`src/design/ttli_pkg.sv`:
```
// Package for the time table linear interpolator.
// Holds sizes, region and address-select codes, and the command and status structs.
// No dependencies.
`default_nettype none

package ttli_pkg;

  localparam int ENTRIES    = 256;
  localparam int IDX_W      = $clog2(ENTRIES);
  localparam int IDXF_W     = 8;    // interval_index and entry_index field width
  localparam int T_W        = 32;
  localparam int V_W        = 32;
  localparam int CNT_W      = 9;
  localparam int DIV_STEPS  = 32;
  localparam int DIV_CNT_W  = $clog2(DIV_STEPS + 1);
  localparam int NUM_W      = 66;
  localparam int DEN_W      = 33;

  localparam logic [CNT_W-1:0] ENTRY_COUNT_RESET = 9'd2;

  localparam logic OP_LOAD = 1'b0;
  localparam logic OP_EVAL = 1'b1;

  localparam logic [1:0] REGION_BEFORE = 2'd0;
  localparam logic [1:0] REGION_INTERP = 2'd1;
  localparam logic [1:0] REGION_AFTER  = 2'd2;

  localparam logic [1:0] RD_ZERO  = 2'd0;
  localparam logic [1:0] RD_CLAMP = 2'd1;
  localparam logic [1:0] RD_NEXT  = 2'd2;

  typedef struct packed {
    logic       accept_load;
    logic       accept_eval;
    logic [1:0] rd_sel;
    logic       chk0;
    logic       ldc;
    logic       set_end;
    logic       cmp;
    logic       mul_a;
    logic       mul_b;
    logic       sum;
    logic       div_start;
    logic       emit;
  } dp_cmd_t;

  typedef struct packed {
    logic t_le_rd;
    logic cur_eq_last;
    logic zero_len;
    logic out_free;
  } dp_sts_t;

endpackage

`default_nettype wire

```
`src/design/ttli_div.sv`:
```
// Iterative restoring divider, one quotient bit per cycle.
// Quotient must fit DIV_STEPS bits (upper numerator part below the divisor).
// Depends on ttli_pkg.
`default_nettype none

module ttli_div
  import ttli_pkg::*;
(
  input  wire logic                 clk,
  input  wire logic                 rst_n,
  input  wire logic                 start,
  input  wire logic [NUM_W-1:0]     num,
  input  wire logic [DEN_W-1:0]     den,
  output logic                      busy,
  output logic [DIV_STEPS-1:0]      quo
);

  logic [DIV_CNT_W-1:0] cnt_r, cnt_nxt;
  logic [DEN_W-1:0]     rem_r, rem_nxt;
  logic [DEN_W-1:0]     den_r;
  logic [DIV_STEPS-1:0] quo_r, quo_nxt;
  logic [DEN_W:0]       trial;
  logic [DEN_W:0]       diff;

  assign trial = {rem_r, quo_r[DIV_STEPS-1]};
  assign diff  = trial - {1'b0, den_r};

  always_comb begin
    cnt_nxt = cnt_r;
    rem_nxt = rem_r;
    quo_nxt = quo_r;
    if (start) begin
      cnt_nxt = DIV_CNT_W'(DIV_STEPS);
      rem_nxt = num[NUM_W-2:DIV_STEPS];
      quo_nxt = num[DIV_STEPS-1:0];
    end else if (cnt_r != '0) begin
      cnt_nxt = cnt_r - 1'b1;
      if (trial >= {1'b0, den_r}) begin
        rem_nxt = diff[DEN_W-1:0];
        quo_nxt = {quo_r[DIV_STEPS-2:0], 1'b1};
      end else begin
        rem_nxt = trial[DEN_W-1:0];
        quo_nxt = {quo_r[DIV_STEPS-2:0], 1'b0};
      end
    end
  end

  always_ff @(posedge clk) begin
    if (!rst_n) begin
      cnt_r <= '0;
    end else begin
      cnt_r <= cnt_nxt;
    end
  end

  always_ff @(posedge clk) begin
    rem_r <= rem_nxt;
    quo_r <= quo_nxt;
    if (start) begin
      den_r <= den;
    end
  end

  assign busy = (cnt_r != '0);
  assign quo  = quo_r;

endmodule

`default_nettype wire

```
`config.mk`:
```
export PLATFORM = sky130hd
export DESIGN_NAME = ttli_div
export DESIGN_NICKNAME = d
export VERILOG_FILES = /design/src/design/ttli_pkg.sv /design/src/design/ttli_div.sv
export SDC_FILE = /design/constraint.sdc
export NUM_CORES = 1
export LEC_CHECK = 0
export ABC_CLOCK_PERIOD_IN_PS = 4200
export BUFFER_PORTS_ARGS = -buffer_cell sky130_fd_sc_hd__buf_2
export CAP_MARGIN = 20
export CORE_MARGIN = 2
export CORE_UTILIZATION = 45
export DETAILED_ROUTE_END_ITERATION = 10
export GPL_TIMING_DRIVEN = 0
export PLACE_DENSITY = 0.76
export REMOVE_ABC_BUFFERS = 1
export SETUP_SLACK_MARGIN = 0.1
export SYNTH_ARGS = -nofsm -noshare
export SYNTH_HDL_FRONTEND = slang
export SYNTH_SLANG_ARGS = --single-unit
```
`constraint.sdc`:
```
create_clock -name clk -period 4.2 [get_ports clk]
set_clock_uncertainty 0.05 [all_clocks]
set_input_delay 0.42 -clock clk [delete_from_list [all_inputs] [get_ports clk]]
set_output_delay 0.42 -clock clk [all_outputs]
set_load 0.03 [all_outputs]
```
==> results of run 1 <==
-- power by group --
part	switching, uW	internal, uW
registers	155	1530
logic	1650	1100
clock network	391	405
total	2200	3040
-- per-stage QoR --
stage                     worst slack, ns  TNS, ns
after global placement              -2.33  -161.49
after global routing                0.182        0
final                               0.509        0
after CTS                           0.382        0
after detailed placement            0.401        0
after floorplan                     0.372        0
-- flip-flops by register name, summed over array words and instances, names as in the netlist --
signal / count
cnt_r: 6
den_r: 33
quo: 32
rem_r: 33
-- how the worst min path moves through the flow --
stage	to	slack, ns	depth (start not counted)
final	den_r[31]	0.18	1
after floorplan	cnt_r[4]	0.41	2
after global routing	den_r[20]	0.17	1
after CTS	den_r[31]	0.17	1
after detailed placement	cnt_r[4]	0.43	2
after global placement	cnt_r[4]	0.42	2
-- cell usage in the layout, fill, tap and decap left out, drive strengths merged, types with 7 or more instances in the layout --
cell | Yosys | final
and3 | 13 | 13
nor3 | 10 | 10
o21ai | 32 | 32
xnor2 | 18 | 18
nand2 | 55 | 55
clkbuf | 18 | 10
inv | 44 | 45
a21oi | 61 | 61
edfxtp | 98 | 98
ha | 34 | 34
a21o | 11 | 11
nand4 | 7 | 7
a2bb2oi | 24 | 24
nand2b | 7 | 7
mux2 | 33 | 33
xor2 | 10 | 10
buf | 8 | 136
nor2 | 29 | 29
-- routing by layer --
layer / GRT usage (%) / vias up / share of wire [%]
li1: - / 2451 / -
met1: 25.2 / 2311 / 44
met2: 31.3 / 166 / 46
met3: 6.13 / 25 / 7.6
met4: 7.04 / 0 / 2.1
met5: 0 / - / 0
-- cell type report --
type                       instances  area, sq um
inverter                          45          169
sequential                       104         3060
clock inverter                     6         43.8
clock buffer                      10          229
fill                            1251         6360
multi-input combinational        418         2950
tap                              180          225
timing repair buffer             136          731
-- critical path, stage by stage (launching register included) --
cell      delay, ns
edfxtp_1       0.34
inv_1          0.06
ha_1           0.20
inv_1          0.08
fa_1           0.22
a21o_1         0.17
a221oi_2       0.08
o21ai_2        0.22
a41oi_2        0.21
o31a_1         0.30
o21a_1         0.25
o21bai_2       0.68
buf_8          0.24
mux2i_1        0.22
o21ai_0        0.09
-- logic make-up (layout without fill, tap and decap cells) --
family	Yosys count	after routing	synth area share, %
compound gates	174	175	18.4
simple gates	144	144	10.9
flops	104	104	48.8
buf+inv	71	197	4.49
mux	36	36	6.40
fa+ha+maj	35	35	7.10
xor+xnor	28	28	3.91
==> results.json, run 1 <==
{
  "finalCritPeriodShare_pct": 87.9,
  "r2r_start": "quo[31]",
  "synth_cell_type_count": 60,
  "placed_cell_area_sq_um": 7110,
  "detail-route-antenna-nets": 0,
  "worstMarginPinSlew_ns": 0.964,
  "slew_headroom_pct": 35.2,
  "crit_type": "register to register",
  "startpoint_type": "register",
  "drive_gt1_share_pct": 27.3,
  "p_leak_uw": 0.00319,
  "ctsResizeCount": 0,
  "cts_tree": "built",
  "grt_max_degree": 66,
  "die_w_um": 122,
  "start_util_pct": 45.6,
  "synth.area.top_cells": "edfxtp_1, ha_1, mux2_2",
  "drc": 0,
  "final_area_sq_um": 7410,
  "cp.required_ns": 4.25,
  "fin_cells": 899,
  "yosysSeqAreaShare_pct": 48.8,
  "slew_viol_final": 0,
  "end_kind": "register",
  "crit_arrival_ns": 3.74,
  "power.density_nw_per_um2": 706,
  "fmax_ghz": 0.271,
  "hold_viol": 0,
  "yosysTopAreaCell": "edfxtp_1",
  "yosys_warnings": 0,
  "clock_latency_ns": 0.36,
  "clk_pin_slew_worst_paths_ns": 0.08,
  "io_pins": 135,
  "synth_top_area_share_pct": 46.9,
  "antenna_found_initial": 1,
  "synth_ff_type": "edfxtp_1",
  "cts_buffers": 9,
  "grt_pass1_vias": 4983,
  "cts.hold.buffers_added": 0,
  "synthTopCellsByCount": "edfxtp_1, a21oi_1, nand2_1",
  "routedWlPerCell_um": 16.0,
  "grt_overflow": 0,
  "synth_cells": 592,
  "timing.final.crit_period_ns": 3.69,
  "synth-seq-cells": 104,
  "htree_levels": 3,
  "path_max_fanout": 16,
  "gp_congestion": 0.953,
  "hpwl_mm": 10.1,
  "r2r_slack_ns": 0.51,
  "row_count": 43,
  "grt_usage_pct": 19.6,
  "endpoint": "rem_r[13]",
  "routed_wirelength_mm": 14.4,
  "hp-start": "den[31]",
  "n_antenna_cell": 0,
  "outcome": "finished clean",
  "die_h_um": 122,
  "post_drt_via_cell_ratio": 5.51,
  "setup_violations": 0,
  "worstHoldPathType": "primary input to register",
  "dr_total_vias": 4953,
  "die_area_sq_um": 14900,
  "ir_drop_uv": 297,
  "avgSynthCellArea_sq_um": 10.6,
  "dpl.cell_count": 881,
  "first_pass_iters": 5,
  "async_reset_ff_share_pct": 0,
  "first_iter_violations": 256,
  "grt_pass1_wl_mm": 23.3,
  "crit_path_start": "quo[31]",
  "reg2regPathDepth": 14,
  "cts_buffer_depth": 2,
  "syn-cell-area_sq_um": 6280,
  "rsz0062_at_grt": "false",
  "core_sq_um": 13800,
  "final_util_pct": 53.8,
  "synth.most_common_cell": "edfxtp_1",
  "total_power_uw": 5240,
  "r2r_end": "rem_r[13]",
  "clock-root-buffer": "clkbuf_16",
  "postCtsSetupRepairBufs": 0,
  "timing.hold.ws_ns": 0.179,
  "numPortBuffers": 133,
  "area_delta_synth_final_pct": 18.1,
  "maxCapViolCount": 0,
  "fin_nets": 851,
  "synth_edf_count": 98,
  "clock-sinks": 104
}
(Power assumes the default switching activity.)
==> run 2: changes to the inputs <==
--- a/config.mk
+++ b/config.mk
@@ -5,6 +5,7 @@
 export SDC_FILE = /design/constraint.sdc
 export NUM_CORES = 1
 export LEC_CHECK = 0
+export ABC_AREA = 1
 export ABC_CLOCK_PERIOD_IN_PS = 4200
 export BUFFER_PORTS_ARGS = -buffer_cell sky130_fd_sc_hd__buf_2
 export CAP_MARGIN = 20
@@ -12,7 +13,7 @@
 export CORE_UTILIZATION = 45
 export DETAILED_ROUTE_END_ITERATION = 10
 export GPL_TIMING_DRIVEN = 0
-export PLACE_DENSITY = 0.76
+export PLACE_DENSITY = 0.75
 export REMOVE_ABC_BUFFERS = 1
 export SETUP_SLACK_MARGIN = 0.1
 export SYNTH_ARGS = -nofsm -noshare
==> results.json, run 2 <==
{
  "synth-simple-area-share_pct": 36.8,
  "final_util_pct": 53.5,
  "synth_cell_type_count": 30,
  "r2r_slack_ns": 0.73,
  "synth-compound-area-share_pct": 2.69,
  "worstHoldPathType": "primary input to register",
  "finalWorstSetupSlack_ns": 0.734,
  "synth.most_common_cell": "nand2_1",
  "finalCritPeriodShare_pct": 82.5,
  "yosysTopAreaCell": "edfxtp_1",
  "synthMuxAreaShare_pct": 0,
  "ir_drop_uv": 428,
  "synth_edf_count": 98,
  "dr_total_vias": 6410,
  "grt_pass1_wl_mm": 29.5,
  "synthXorXnorAreaFrac_pct": 1.80,
  "grt_overflow": 0,
  "slowest_stage": "nand2_2",
  "first_pass_iters": 5,
  "synth.area.top_cells": "edfxtp_1, nand2_1, inv_1",
  "row_count": 46,
  "start_util_pct": 45.9,
  "setup_violations": 0,
  "fin_cells": 1361,
  "timing.final.crit_period_ns": 3.47,
  "hpwl_mm": 13.8,
  "routedWlPerCell_um": 13.1,
  "n_antenna_cell": 0,
  "cp_cell_sequence": "inv_1 -> ha_1 -> inv_1 -> fa_1 -> nand3_1 -> nand3_2 -> nand2_2 -> nand2_2 -> nand2_2 -> nand2_4 -> nand2_1 -> nand2_1 -> nand2_1 -> nand2_1",
  "end_kind": "register",
  "fin_nets": 1277,
  "hold_viol": 0,
  "die_h_um": 131,
  "fmax_ghz": 0.288,
  "area_delta_synth_final_pct": 16.4,
  "postCtsSetupRepairBufs": 0,
  "slew_viol_final": 0,
  "synth_ff_type": "edfxtp_1",
  "antenna_found_initial": 0,
  "yosys_warnings": 0,
  "grt_usage_pct": 21.4,
  "clock-root-buffer": "clkbuf_16",
  "yosysSeqAreaShare_pct": 42.0,
  "hold_end": "den_r[5]",
  "dpl.cell_count": 1345,
  "p_leak_uw": 0.00460,
  "numPortBuffers": 133,
  "synth_top_family_by_area": "simple AND/OR/NAND/NOR gates",
  "drc": 0,
  "slowest_delay_ns": 0.54,
  "synthAdderAreaFrac_pct": 6.10,
  "core_sq_um": 15900,
  "cts_tree": "built",
  "clock-sinks": 104,
  "hp-start": "den[5]",
  "startpoint_type": "register",
  "die_area_sq_um": 17300,
  "post_drt_via_cell_ratio": 4.71,
  "clock_latency_ns": 0.37,
  "detail-route-antenna-nets": 0,
  "crit_arrival_ns": 3.53,
  "io_pins": 135,
  "clk_pin_slew_worst_paths_ns": 0.08,
  "htree_levels": 3,
  "outcome": "finished clean",
  "cp.required_ns": 4.27,
  "cts_buffer_depth": 2,
  "cts.hold.buffers_added": 0,
  "worstMarginPinSlew_ns": 0.869,
  "rsz0062_at_grt": "false",
  "layout_common_cells": "nand2_1, inv_1, buf_2, edfxtp_1, nand3_1",
  "synth_top_area_share_pct": 40.3,
  "routed_wirelength_mm": 17.8,
  "synthTopCellsByCount": "nand2_1, inv_1, edfxtp_1",
  "r2r_start": "quo[31]",
  "reg2regPathDepth": 14,
  "slew_headroom_pct": 41.9,
  "path_max_fanout": 34,
  "worstHoldPathCells": 1,
  "grt_max_degree": 64,
  "drive_gt1_share_pct": 15.6,
  "syn-cell-area_sq_um": 7300,
  "first_iter_violations": 361,
  "async_reset_ff_share_pct": 0,
  "ctsResizeCount": 0,
  "avgSynthCellArea_sq_um": 7.18,
  "r2r_end": "rem_r[30]",
  "cp_common_cell": "nand2_1",
  "crit_type": "register to register",
  "gp_congestion": 0.900,
  "final_common_cell": "nand2_1",
  "cts_buffers": 9,
  "synth_cells": 1016,
  "synth-seq-cells": 104,
  "grt_pass1_vias": 6176,
  "maxCapViolCount": 0,
  "power.density_nw_per_um2": 677,
  "place_ws_ns": 0.672,
  "die_w_um": 131
}
-- run 2: final cells by class --
cell class / count / area [sq um]
well taps: 216 / 270
inverters: 172 / 646
fillers: 1596 / 7390
multi-input cells: 717 / 3470
flip-flops and latches: 104 / 3060
clock buffers: 10 / 239
clock inverters: 6 / 67.6
repair buffers: 136 / 736
-- run 2: critical path, delay by kind of cell, from the launching register on --
kind | cells | cell delay, ns
buffers and inverters | 2 | 0.18
adder cells (fa/ha/maj) | 2 | 0.60
AND/OR/NAND/NOR | 10 | 1.98
flip-flops | 1 | 0.39
-- run 2: cells by family (layout without fill, tap and decap cells) --
kind of cell               Yosys count  after routing
and+or+nand+nor                    631            631
adders and majority gates           35             35
xor gates and xnor gates            15             15
DFF                                104            104
AOI/OAI and AO/OA                   36             36
buffers and inverters              195            324
-- run 2: where the power goes --
group          total (uW)  internal, uW  switching (uW)
Sequential           1660          1520             139
Clock                 871           441             430
Combinational        3220          1100            2120
Total                5750          3060            2680
-- run 2: metal layers --
| metal | routed length [um] | track usage (%) | vias up | part of all wire, % |
|---|---|---|---|---|
| li1 | - | - | 3412 | - |
| met1 | 8430 | 28.5 | 2823 | 47 |
| met2 | 8170 | 35.2 | 158 | 46 |
| met3 | 961 | 4.17 | 17 | 5.4 |
| met4 | 289 | 6.64 | 0 | 1.6 |
| met5 | 0 | 0 | - | 0 |
-- run 2: worst max path at each step --
stage,cells after the start,endpoint,from,slack (ns)
floorplan,2,quo[0],start,0.12
global placement,3,rem_r[28],start,-3.10
detailed placement,14,rem_r[26],quo[31],0.67
CTS,14,rem_r[26],quo[31],0.70
global route,14,rem_r[30],quo[31],0.38
finish,14,rem_r[30],quo[31],0.73
-- run 2: per-stage QoR --
step           total power [uW]  TNS [ns]  instance area (sq um)  hold WS [ns]
3_3_place_gp               4840   -211.61                   8100         0.390
5_1_grt                    6300         0                   8490         0.159
4_1_cts                    5780         0                   8490         0.154
2_1_floorplan              4060         0                   7170         0.372
3_5_place_dp               4890         0                   8190         0.393
6_report                   5750         0                   8490         0.171
