### src/design/ttli_pkg.sv
// Package for the time table linear interpolator.
// Holds sizes, region and address-select codes, and the command and status structs.
// No dependencies.
`default_nettype none

package ttli_pkg;

  localparam int ENTRIES    = 256;
  localparam int IDX_W      = $clog2(ENTRIES);
  localparam int IDXF_W     = 8;    // interval_index and entry_index field width
  localparam int T_W        = 32;
  localparam int V_W        = 32;
  localparam int CNT_W      = 9;
  localparam int DIV_STEPS  = 32;
  localparam int DIV_CNT_W  = $clog2(DIV_STEPS + 1);
  localparam int NUM_W      = 66;
  localparam int DEN_W      = 33;

  localparam logic [CNT_W-1:0] ENTRY_COUNT_RESET = 9'd2;

  localparam logic OP_LOAD = 1'b0;
  localparam logic OP_EVAL = 1'b1;

  localparam logic [1:0] REGION_BEFORE = 2'd0;
  localparam logic [1:0] REGION_INTERP = 2'd1;
  localparam logic [1:0] REGION_AFTER  = 2'd2;

  localparam logic [1:0] RD_ZERO  = 2'd0;
  localparam logic [1:0] RD_CLAMP = 2'd1;
  localparam logic [1:0] RD_NEXT  = 2'd2;

  typedef struct packed {
    logic       accept_load;
    logic       accept_eval;
    logic [1:0] rd_sel;
    logic       chk0;
    logic       ldc;
    logic       set_end;
    logic       cmp;
    logic       mul_a;
    logic       mul_b;
    logic       sum;
    logic       div_start;
    logic       emit;
  } dp_cmd_t;

  typedef struct packed {
    logic t_le_rd;
    logic cur_eq_last;
    logic zero_len;
    logic out_free;
  } dp_sts_t;

endpackage

`default_nettype wire

### src/design/ttli_ctrl.sv
// Controller state machine: sequences table lookup, cursor walk, multiply and divide.
// Drives dp_cmd_t to the datapath and the divider start. Depends on ttli_pkg.
`default_nettype none

module ttli_ctrl
  import ttli_pkg::*;
(
  input  wire logic    clk,
  input  wire logic    rst_n,
  input  wire logic    in_valid,
  input  wire logic    in_opcode,
  output logic         in_ready,
  input  wire dp_sts_t sts,
  input  wire logic    div_busy,
  output dp_cmd_t      cmd
);

  localparam logic [3:0] S_IDLE  = 4'd0;
  localparam logic [3:0] S_CHK0  = 4'd1;
  localparam logic [3:0] S_LDC   = 4'd2;
  localparam logic [3:0] S_STEP  = 4'd3;
  localparam logic [3:0] S_CMP   = 4'd4;
  localparam logic [3:0] S_MULA  = 4'd5;
  localparam logic [3:0] S_MULB  = 4'd6;
  localparam logic [3:0] S_SUM   = 4'd7;
  localparam logic [3:0] S_DIVGO = 4'd8;
  localparam logic [3:0] S_DIVW  = 4'd9;
  localparam logic [3:0] S_RES   = 4'd10;

  logic [3:0] state_r, state_nxt;

  assign in_ready = (state_r == S_IDLE);

  always_comb begin
    state_nxt = state_r;
    cmd       = '0;
    cmd.rd_sel = RD_ZERO;
    unique case (state_r)
      S_IDLE: begin
        if (in_valid) begin
          if (in_opcode == OP_LOAD) begin
            cmd.accept_load = 1'b1;
          end else begin
            cmd.accept_eval = 1'b1;
            state_nxt       = S_CHK0;
          end
        end
      end
      S_CHK0: begin
        cmd.chk0   = 1'b1;
        cmd.rd_sel = RD_CLAMP;
        state_nxt  = sts.t_le_rd ? S_RES : S_LDC;
      end
      S_LDC: begin
        cmd.ldc   = 1'b1;
        state_nxt = S_STEP;
      end
      S_STEP: begin
        if (sts.cur_eq_last) begin
          cmd.set_end = 1'b1;
          state_nxt   = S_RES;
        end else begin
          cmd.rd_sel = RD_NEXT;
          state_nxt  = S_CMP;
        end
      end
      S_CMP: begin
        cmd.cmp   = 1'b1;
        state_nxt = sts.t_le_rd ? S_MULA : S_STEP;
      end
      S_MULA: begin
        cmd.mul_a = 1'b1;
        state_nxt = sts.zero_len ? S_RES : S_MULB;
      end
      S_MULB: begin
        cmd.mul_b = 1'b1;
        state_nxt = S_SUM;
      end
      S_SUM: begin
        cmd.sum   = 1'b1;
        state_nxt = S_DIVGO;
      end
      S_DIVGO: begin
        cmd.div_start = 1'b1;
        state_nxt     = S_DIVW;
      end
      S_DIVW: begin
        if (!div_busy) begin
          state_nxt = S_RES;
        end
      end
      S_RES: begin
        if (sts.out_free) begin
          cmd.emit  = 1'b1;
          state_nxt = S_IDLE;
        end
      end
      default: begin
        state_nxt = S_IDLE;
      end
    endcase
  end

  always_ff @(posedge clk) begin
    if (!rst_n) begin
      state_r <= S_IDLE;
    end else begin
      state_r <= state_nxt;
    end
  end

  a_div_starts: assert property (@(posedge clk) disable iff (!rst_n)
    cmd.div_start |=> div_busy)
    else $error("divider not busy after start");

  a_emit_free: assert property (@(posedge clk) disable iff (!rst_n)
    cmd.emit |-> sts.out_free)
    else $error("result emitted over an untaken word");

  a_eval_starts: assert property (@(posedge clk) disable iff (!rst_n)
    cmd.accept_eval |=> (state_r == S_CHK0))
    else $error("evaluate word accepted without lookup");

  a_one_accept: assert property (@(posedge clk) disable iff (!rst_n)
    !(cmd.accept_load && cmd.accept_eval))
    else $error("load and evaluate accepted together");

endmodule

`default_nettype wire

### config.mk
export PLATFORM = sky130hd
export DESIGN_NAME = ttli_ctrl
export DESIGN_NICKNAME = d
export VERILOG_FILES = /design/src/design/ttli_pkg.sv /design/src/design/ttli_ctrl.sv
export SDC_FILE = /design/constraint.sdc
export NUM_CORES = 1
export LEC_CHECK = 0
export BUFFER_PORTS_ARGS = -buffer_cell sky130_fd_sc_hd__buf_4
export CORE_AREA = 2 2 39 41
export CTS_CLUSTER_SIZE = 10
export DETAILED_ROUTE_END_ITERATION = 10
export DIE_AREA = 0 0 41 43
export SYNTH_ARGS = -nofsm -noshare
export SYNTH_HDL_FRONTEND = slang
export SYNTH_SLANG_ARGS = --single-unit
### constraint.sdc
create_clock -name clk -period 1.4 [get_ports clk]
set_input_delay 0.07 -clock clk [delete_from_list [all_inputs] [get_ports clk]]
set_output_delay 0.07 -clock clk [all_outputs]
set_load 0.005 [all_outputs]
==> results.ini, run 1 <==
[global_routing]
grt_max_degree = 14
grt.total_usage = 0.156
grt_pass1_vias = 483
antenna_found_initial = 0
grt_pass1_wl_um = 1950
overflow = 0

[yosys]
synth_area_per_cell_um2 = 7.03
yosysSeqAreaShare = 0.175
syn-num-nets = 74
yosys-top-cells-area = dfxtp_1 18%, nor3_1 11%, a21oi_1 5.5%, buf_4 4.9%, nand3b_1 4.9%
netlist_instances = 65
yosysWarnings = 0
yosys.area.top_type = dfxtp_1
ys_ff_latch = 4
yosysUniqueCellTypes = 29
synth_area_um2 = 457
yosysTopAreaCellShare = 0.175

[floorplan]
fp.dieArea_mm2 = 0.00176
initial_core_util = 0.330
die_h_um = 43
io_pins = 23
die_w_um = 41
rows = 14
coreArea_mm2 = 0.00138

[clock_tree]
postCtsHoldBufs = 0
cts_buffers = 3
clockBufferDepth = 2
cts-root-buf = clkbuf_4
clock_latency_ns = 0.23
path_clk_slew_ns = 0.04
htree_levels = 1
post_cts_buffers = 0
cts_tree = done
clock-sinks = 4

[critical_path]
critPathCaptureType = output pin
crit_top_cell = buf_4
critPathKind = reg2out
start_kind = flip-flop
critPathMaxFanout = 13
slowest_stage = dfxtp_2
cpPeakStageDelay_ns = 0.37
crit_chain = nand2b_1, buf_4, nor3_1, buf_4
cp.required_ns = 1.33
worstPathArrival_ns = 1.26

[place]
port_buffers = 22
placedCellCount = 103
pre_cts_ws_ns = 0.0997
dpl-instance-area_um2 = 643
dp_hpwl_um = 947
place_congestion = 0.752

[timing]
worst_slew_pin_slew_ns = 0.262
clock_skew_ns = 0.00189
finalCriticalPeriod_ns = 1.33
fmax_ghz = 0.752
fin_crit_sh = 0.950
setup_violations = 0
tns_ns = 0
relSlewSlack = 0.825
finalMaxSlewViolations = 0
hold_violations = 0
fin_ws_ns = 0.0695

[finish]
final_nets = 101
area_growth_pct = 54.5
top_register = state_r
largest_reg_flops = 4
reg.largest.list = state_r x4
fin_area_um2 = 706
antenna_cells = 0
finalNonFillerCells = 106
drive_gt1_frac = 0.478
fin_util = 0.510

[drt]
dr_total_vias = 546
remaining_drc_errors = 0
viasPerCell = 5.15
drt_iter0_markers = 8
drt_wl_total_um = 1220
firstDrtPassIters = 4
avgRoutedWirePerCell_um = 11.5
ant_nets = 0

[power]
p_leak_nw = 0.319
vdd_drop_max_mv = 0.910
power.density_mw_per_mm2 = 1880

[run]
drv_cap = 0

[outcome]
status = finished clean

[hold_path]
hold_class = in2reg

-- Yosys cell counts --
master     instances
nor2_1             6
o31ai_2            1
a21oi_1            5
nand2b_1           3
nor3b_1            2
nand2_1            2
buf_2              2
and3_1             1
nor4_2             1
o21ai_1            2
a31oi_1            2
or2b_1             1
nand4_1            1
buf_6              1
nand3_1            1
buf_4              3
o2bb2ai_1          1
and3b_1            1
nor2b_1            1
o21ai_2            1
nand2b_4           1
a221o_1            1
o21ai_0            1
a211oi_2           1
nor3_1            10
and2_1             1
nand3b_1           3
inv_1              5
dfxtp_1            4
-- routing by layer --
layer,global-route usage,vias to the layer above,wire (um)
met5,0,-,0
met2,0.272,11,671
met1,0.190,253,497
met4,0.0400,0,0
met3,0.0157,0,48
li1,-,282,-
-- timing repair --
item | CTS | global route
gates resized for setup | 3 | 8
hold endpoints to repair | 0 | 0
setup endpoints to repair | 8 | 12
pin swaps | 0 | 1
-- final timing paths --
| path | to | cells past startpoint | startpoint | slack, ns |
|---|---|---|---|---|
| max reg2reg | state_r[1]$_SDFFE_PN0P_ | 4 | state_r[1]$_SDFFE_PN0P_ | 0.13 |
| max | cmd[10] | 4 | state_r[2]$_SDFFE_PN0P_ | 0.07 |
| min reg2reg | state_r[2]$_SDFFE_PN0P_ | 1 | state_r[3]$_SDFFE_PN0P_ | 0.52 |
| min | state_r[0]$_SDFFE_PN0P_ | 3 | rst_n | 0.12 |
-- where the power goes --
part           switching, mW  total, mW  leakage [nW]  internal (mW)
clock                 0.0421      0.138        0.0138         0.0955
combinational          0.375      0.873         0.271          0.498
sequential             0.141      0.314        0.0347          0.172
-- cells by family (layout without fill, tap and decap cells) --
group,after synthesis,count (layout),share of synthesized area
flops,4,4,0.175
buf+inv,11,36,0.137
compound gates,15,15,0.230
simple gates,35,35,0.458
-- per-stage QoR --
stage	hold WS [ns]	power (mW)
final	0.123	1.32
after CTS	0.123	1.23
after global placement	0.360	1.06
after global routing	0.132	1.43
after floorplan	0.171	0.786
after detailed placement	0.356	1.07
-- cell usage in the layout (no fill, tap or decap), types with 2 or more instances in the layout --
cell,synthesis,routed
a31oi_1,2,2
nor3_1,10,8
a21oi_1,5,5
nor2_1,6,6
dfxtp_2,0,3
nand2_1,2,2
nand3b_1,3,3
nand2b_1,3,2
inv_1,5,5
clkbuf_4,0,3
nand2b_4,1,2
o21ai_1,2,2
buf_4,3,28
nor3b_1,2,2
-- critical path, delay by kind of cell (launching register included) --
family                 cells  cell delay, ns
DFF                        1            0.37
and+or+nand+nor            2            0.36
buffers and inverters      2            0.29
-- final cells by class --
class | instances | area (um^2)
Clock buffer | 3 | 22.5
Tap cell | 16 | 20.0
Timing Repair Buffer | 28 | 210
Inverter | 5 | 18.8
Fill cell | 149 | 678
Multi-Input combinational cell | 50 | 347
Sequential cell | 4 | 87.6
Power figures use the tool's default switching activity.
==> inputs of run 2 (changes only) <==
Settings changed: PLACE_DENSITY_LB_ADDON from default to 0.05.
==> results.ini, run 2 (same netlist as run 1, synthesis figures left out) <==
[drt]
viasPerCell = 4.91  ; was 5.15
firstDrtPassIters = 4  ; unchanged
dr_total_vias = 535  ; was 546
drt_wl_total_um = 1150  ; was 1220 um
ant_nets = 0  ; unchanged
drt_iter0_markers = 13  ; was 8
remaining_drc_errors = 0  ; unchanged
avgRoutedWirePerCell_um = 10.5  ; was 11.5 um

[critical_path]
crit_buf_inv = 2  ; unchanged
critPathKind = reg2out  ; unchanged
reg2reg_to = state_r[1]$_SDFFE_PN0P_  ; unchanged
crit_top_cell = buf_4  ; unchanged
reg2reg_slack_ns = 0.13  ; about the same
path_delay_family = flip-flops  ; unchanged
cpPeakStageDelay_ns = 0.36  ; was 0.37 ns
start_kind = flip-flop  ; unchanged
critPathCaptureType = output pin  ; unchanged
slowest_stage = dfxtp_2  ; unchanged
crit_chain = buf_4, nand2b_4, nor3_2, buf_4  ; was nand2b_1, buf_4, nor3_1, buf_4
cp.required_ns = 1.33  ; about the same
worstPathArrival_ns = 1.26  ; about the same
rr_worst_depth = 4  ; unchanged
crit_start = state_r[3]$_SDFFE_PN0P_  ; was state_r[2]$_SDFFE_PN0P_
r2r-start = state_r[2]$_SDFFE_PN0P_  ; was state_r[1]$_SDFFE_PN0P_
critPathMaxFanout = 7  ; was 13

[global_routing]
grt_max_degree = 16  ; was 14
grt_pass1_wl_um = 1830  ; was 1950 um
grt.total_usage = 0.149  ; was 0.156
overflow = 0  ; unchanged
grt_pass1_vias = 464  ; was 483
antenna_found_initial = 0  ; unchanged

[power]
vdd_drop_max_mv = 0.612  ; was 0.910 mV
power.density_mw_per_mm2 = 1790  ; was 1880 mW/mm^2
p_leak_nw = 0.332  ; was 0.319 nW

[hold_path]
min_to = state_r[0]$_SDFFE_PN0P_  ; unchanged
hold_depth = 3  ; unchanged
hp-start = rst_n  ; unchanged
hold_class = in2reg  ; unchanged

[timing]
relSlewSlack = 0.789  ; was 0.825
fmax_ghz = 0.754  ; was 0.752 GHz
finalMaxSlewViolations = 0  ; unchanged
fin_crit_sh = 0.948  ; was 0.950
worst_slew_pin_slew_ns = 0.316  ; was 0.262 ns
rsz0062_at_grt = false
fin_ws_ns = 0.0730  ; was 0.0695 ns
setup_violations = 0  ; unchanged
hold_violations = 0  ; unchanged
clock_skew_ns = 0.00743  ; was 0.00189 ns
finalCriticalPeriod_ns = 1.33  ; about the same
tns_ns = 0  ; unchanged

[clock_tree]
clock-sinks = 4  ; unchanged
clockBufferDepth = 2  ; unchanged
clock_latency_ns = 0.24  ; was 0.23 ns
cts_tree = done  ; unchanged
path_clk_slew_ns = 0.04  ; about the same
postCtsHoldBufs = 0  ; unchanged
htree_levels = 1  ; unchanged
cts-root-buf = clkbuf_4  ; unchanged
cts_buffers = 3  ; unchanged

[place]
place_congestion = 0.788  ; was 0.752
pre_cts_ws_ns = 0.0737  ; was 0.0997 ns
port_buffers = 22  ; unchanged
dp_hpwl_um = 866  ; was 947 um

[floorplan]
coreArea_mm2 = 0.00138  ; unchanged
fp.dieArea_mm2 = 0.00176  ; unchanged
initial_core_util = 0.330  ; unchanged
die_w_um = 41  ; unchanged
die_h_um = 43  ; unchanged
io_pins = 23  ; unchanged
rows = 14  ; unchanged

[run]
drv_cap = 0  ; unchanged

[finish]
final_nets = 104  ; was 101
area_growth_pct = 59.2  ; was 54.5%
largest_reg_flops = 4  ; unchanged
layout_common_cells = 31 x buf_4, 7 x nor3_1, 6 x nor2_1  ; was 28 x buf_4, 8 x nor3_1, 6 x nor2_1
antenna_cells = 0  ; unchanged
drive_gt1_frac = 0.505  ; was 0.478
top_register = state_r  ; unchanged
final_common_cell = buf_4  ; unchanged
reg.largest.list = state_r x4  ; unchanged

[outcome]
status = finished clean  ; unchanged

==> run 2: how the worst max path moves through the flow <==
stage | end | slack, ns | cells after the start
4_1_cts | cmd[11] | 0.04 | 3
6_report | cmd[9] | 0.07 | 4
5_1_grt | cmd[0] | 0.003 | 4
2_1_floorplan | cmd[9] | 0.22 | 5
3_5_place_dp | state_r[1]$_SDFFE_PN0P_ | 0.07 | 4
3_3_place_gp | state_r[1]$_SDFFE_PN0P_ | 0.06 | 4
==> run 2: area by class of cell <==
cell class	instances	area, um^2
clock buffer	3	22.5
fill	136	657
inverter	5	18.8
multi-input combinational	50	345
sequential	4	87.6
tap	16	20.0
timing repair buffer	31	233
==> run 2: worst min-delay path, cell delays in order <==
cell,delay [ns]
buf_4,0.08
nand4_1,0.09
o31ai_2,0.07
==> run 2: per-layer routing <==
layer / wire length [um] / vias to the layer above / GRT usage / part of all wire
li1: - / 291 / - / -
met1: 538 / 222 / 0.180 / 0.47
met2: 525 / 20 / 0.231 / 0.46
met3: 68 / 2 / 0.0314 / 0.059
met4: 15 / 0 / 0.0800 / 0.013
met5: 0 / - / 0 / 0
==> run 2: what timing repair did <==
item                                    in CTS  in global routing
buffers inserted                             0                  3
endpoints found under the setup margin       7                  7
pin swaps                                    0                  2
resized for setup                            5                  6
==> run 2: power by group <==
part / total (mW) / internal [mW] / leakage (nW) / switching [mW]
sequential: 0.314 / 0.167 / 0.0347 / 0.147
clock: 0.145 / 0.0959 / 0.0138 / 0.0487
combinational: 0.841 / 0.495 / 0.284 / 0.345
total: 1.30 / 0.758 / 0.332 / 0.541
==> run 2: through the flow <==
stage	instance area [um^2]	utilization	total power, mW	hold WS [ns]	std cells
floorplan	457	-	0.786	0.171	65
global placement	643	0.465	1.08	0.359	103
detailed placement	643	0.465	1.07	0.362	103
CTS	676	0.488	1.24	0.108	106
global route	727	0.525	1.41	0.119	109
finish	727	0.525	1.30	0.106	109
==> inputs of run 3 (changes only) <==
==> constraint.sdc (replaced) <==
create_clock -name clk -period 1.4 [get_ports clk]
set_input_delay 0.21 -clock clk [delete_from_list [all_inputs] [get_ports clk]]
set_output_delay 0.21 -clock clk [all_outputs]
set_load 0.005 [all_outputs]
==> results.ini, run 3 (same netlist as run 1, synthesis figures left out) <==
[floorplan]
rows = 14  ; unchanged
fp.dieArea_mm2 = 0.00176  ; unchanged
coreArea_mm2 = 0.00138  ; unchanged
initial_core_util = 0.330  ; unchanged
die_h_um = 43  ; unchanged
die_w_um = 41  ; unchanged
io_pins = 23  ; unchanged

[drt]
dr_total_vias = 573  ; was 535
remaining_drc_errors = 0  ; unchanged
avgRoutedWirePerCell_um = 11.9  ; was 10.5 um
drt_wl_total_um = 1340  ; was 1150 um
viasPerCell = 5.07  ; was 4.91
ant_nets = 0  ; unchanged
drt_iter0_markers = 8  ; was 13
firstDrtPassIters = 3  ; was 4

[place]
placedCellCount = 105  ; was 103
place_congestion = 0.742  ; was 0.788
pre_cts_ws_ns = 0.0928  ; was 0.0737 ns
dpl-instance-area_um2 = 658  ; was 643 um^2
dp_hpwl_um = 899  ; was 866 um
port_buffers = 22  ; unchanged

[finish]
layout_common_cells = 31 x buf_4, 7 x nor3_1, 6 x nor2_1  ; unchanged
final_nets = 108  ; was 104
reg.largest.list = state_r x4  ; unchanged
fin_util = 0.566  ; was 0.525
final_common_cell = buf_4  ; unchanged
drive_gt1_frac = 0.546  ; was 0.505
antenna_cells = 0  ; unchanged
top_register = state_r  ; unchanged
finalNonFillerCells = 113  ; was 109
fin_area_um2 = 783  ; was 727 um^2
largest_reg_flops = 4  ; unchanged
area_growth_pct = 71.5  ; was 59.2%

[global_routing]
antenna_found_initial = 0  ; unchanged
grt_max_degree = 10  ; was 16
grt.total_usage = 0.171  ; was 0.149
overflow = 0  ; unchanged
grt_pass1_vias = 520  ; was 464
grt_pass1_wl_um = 2100  ; was 1830 um

[clock_tree]
cts_buffers = 3  ; unchanged
clock_latency_ns = 0.24  ; about the same
path_clk_slew_ns = 0.04  ; about the same
htree_levels = 1  ; unchanged
clock-sinks = 4  ; unchanged
cts_tree = done  ; unchanged
cts-root-buf = clkbuf_4  ; unchanged
clockBufferDepth = 2  ; unchanged

[critical_path]
crit_start = state_r[3]$_SDFFE_PN0P_  ; unchanged
crit_buf_inv = 1  ; was 2
critPathKind = reg2out  ; unchanged
worst-path-stages = 3  ; was 4
reg2reg_slack_ns = 0.08  ; was 0.13 ns
worstPathArrival_ns = 1.19  ; was 1.26 ns
crit_chain = nor4_4, and3_1, buf_4  ; was buf_4, nand2b_4, nor3_2, buf_4
critPathCaptureType = output pin  ; unchanged
cpPeakStageDelay_ns = 0.36  ; about the same
start_kind = flip-flop  ; unchanged
r2r-start = state_r[1]$_SDFFE_PN0P_  ; was state_r[2]$_SDFFE_PN0P_
crit_end = cmd[11]  ; was cmd[9]
reg2reg_to = state_r[0]$_SDFFE_PN0P_  ; was state_r[1]$_SDFFE_PN0P_
cp.required_ns = 1.19  ; was 1.33 ns
slowest_stage = dfxtp_4  ; was dfxtp_2
rr_worst_depth = 5  ; was 4
critPathMaxFanout = 6  ; was 7
path_delay_family = simple AND/OR/NAND/NOR gates  ; was flip-flops

[power]
seqPwrFrac = 0.197  ; was 0.242
p_leak_nw = 0.365  ; was 0.332 nW
switching_power_mw = 0.601  ; was 0.541 mW
vdd_drop_max_mv = 0.798  ; was 0.612 mV
power.share.switching = 0.402  ; was 0.417
pwr-share-comb = 0.703  ; was 0.647
power.internal_mw = 0.895  ; was 0.758 mW
power.density_mw_per_mm2 = 1910  ; was 1790 mW/mm^2
clock_power_share = 0.100  ; was 0.111

[run]
drv_cap = 0  ; unchanged

[timing]
rsz0062_at_grt = true  ; was false
finalMaxSlewViolations = 0  ; unchanged
fmax_ghz = 0.713  ; was 0.754 GHz
setup_violations = 1  ; was 0
holdWs_ns = 0.266  ; was 0.106 ns
relSlewSlack = 0.832  ; was 0.789
finalCriticalPeriod_ns = 1.40  ; was 1.33 ns
worst_slew_pin_slew_ns = 0.251  ; was 0.316 ns
fin_ws_ns = -0.00323  ; was 0.0730 ns
clock_skew_ns = 0.00232  ; was 0.00743 ns
hold_violations = 0  ; unchanged
fin_crit_sh = 1.00  ; was 0.948

[outcome]
violations = setup timing
status = finished with violations  ; was finished clean

[hold_path]
hold_class = in2reg  ; unchanged

[run 3: cell types whose count changed in the layout (fill, tap and decap cells not counted)]
cell      change
buf_6         +3
dfxtp_2       -3
dfxtp_4       +3
nand2b_1      -2
buf_2         +1
nand2b_2      +1
nand2b_4      +1
[run 3: worst min-delay path by stage]
stage          start                 endpoint  slack, ns  depth (start not counted)
2_1_floorplan  rst_n  state_r[0]$_SDFFE_PN0P_       0.39                          2
3_3_place_gp   rst_n  state_r[0]$_SDFFE_PN0P_       0.49                          3
3_5_place_dp   rst_n  state_r[0]$_SDFFE_PN0P_       0.51                          3
4_1_cts        rst_n  state_r[0]$_SDFFE_PN0P_       0.25                          3
5_1_grt        rst_n  state_r[0]$_SDFFE_PN0P_       0.28                          3
6_report       rst_n  state_r[0]$_SDFFE_PN0P_       0.27                          3
[run 3: area by class of cell]
type / instances / area [um^2]
clock buffers: 3 / 22.5
fillers: 136 / 601
inverters: 5 / 18.8
multi-input cells: 50 / 355
flip-flops and latches: 4 / 95.1
well taps: 16 / 20.0
repair buffers: 35 / 272
[run 3: metrics by stage]
stage	total power [mW]	TNS (ns)
detailed placement	1.09	0
CTS	1.44	0
floorplan	0.786	0
finish	1.50	-0.00323
global placement	1.10	0
global route	1.61	-0.263
[run 3: power by group through the flow]
stage / combinational (mW) / sequential [mW] / clock (mW)
floorplan: 0.592 / 0.194 / 0
global placement: 0.827 / 0.270 / 0
detailed placement: 0.819 / 0.267 / 0
CTS: 1.01 / 0.282 / 0.153
global route: 1.15 / 0.303 / 0.165
finish: 1.05 / 0.295 / 0.150
[run 3: routing by layer]
metal	vias to the layer above	wire, um	GRT usage
met5	-	0	0
met2	17	666	0.275
li1	294	-	-
met4	0	0	0.0200
met3	0	80	0.0628
met1	262	596	0.215
[run 3: repair_timing]
item	in CTS	in global routing
hold buffers	0	0
gates resized for setup	13	6
buffers inserted	6	0
hold endpoints to repair	0	0
setup endpoints to repair	14	9
cloned	0	0
pin swaps	3	1
[run 3: worst reg2reg max path: cells and delay by family (launching register included)]
family / cells / cell delay, ns
AOI/OAI and AO/OA: 2 / 0.37
buffers and inverters: 1 / 0.14
and+or+nand+nor: 2 / 0.31
DFF: 1 / 0.40
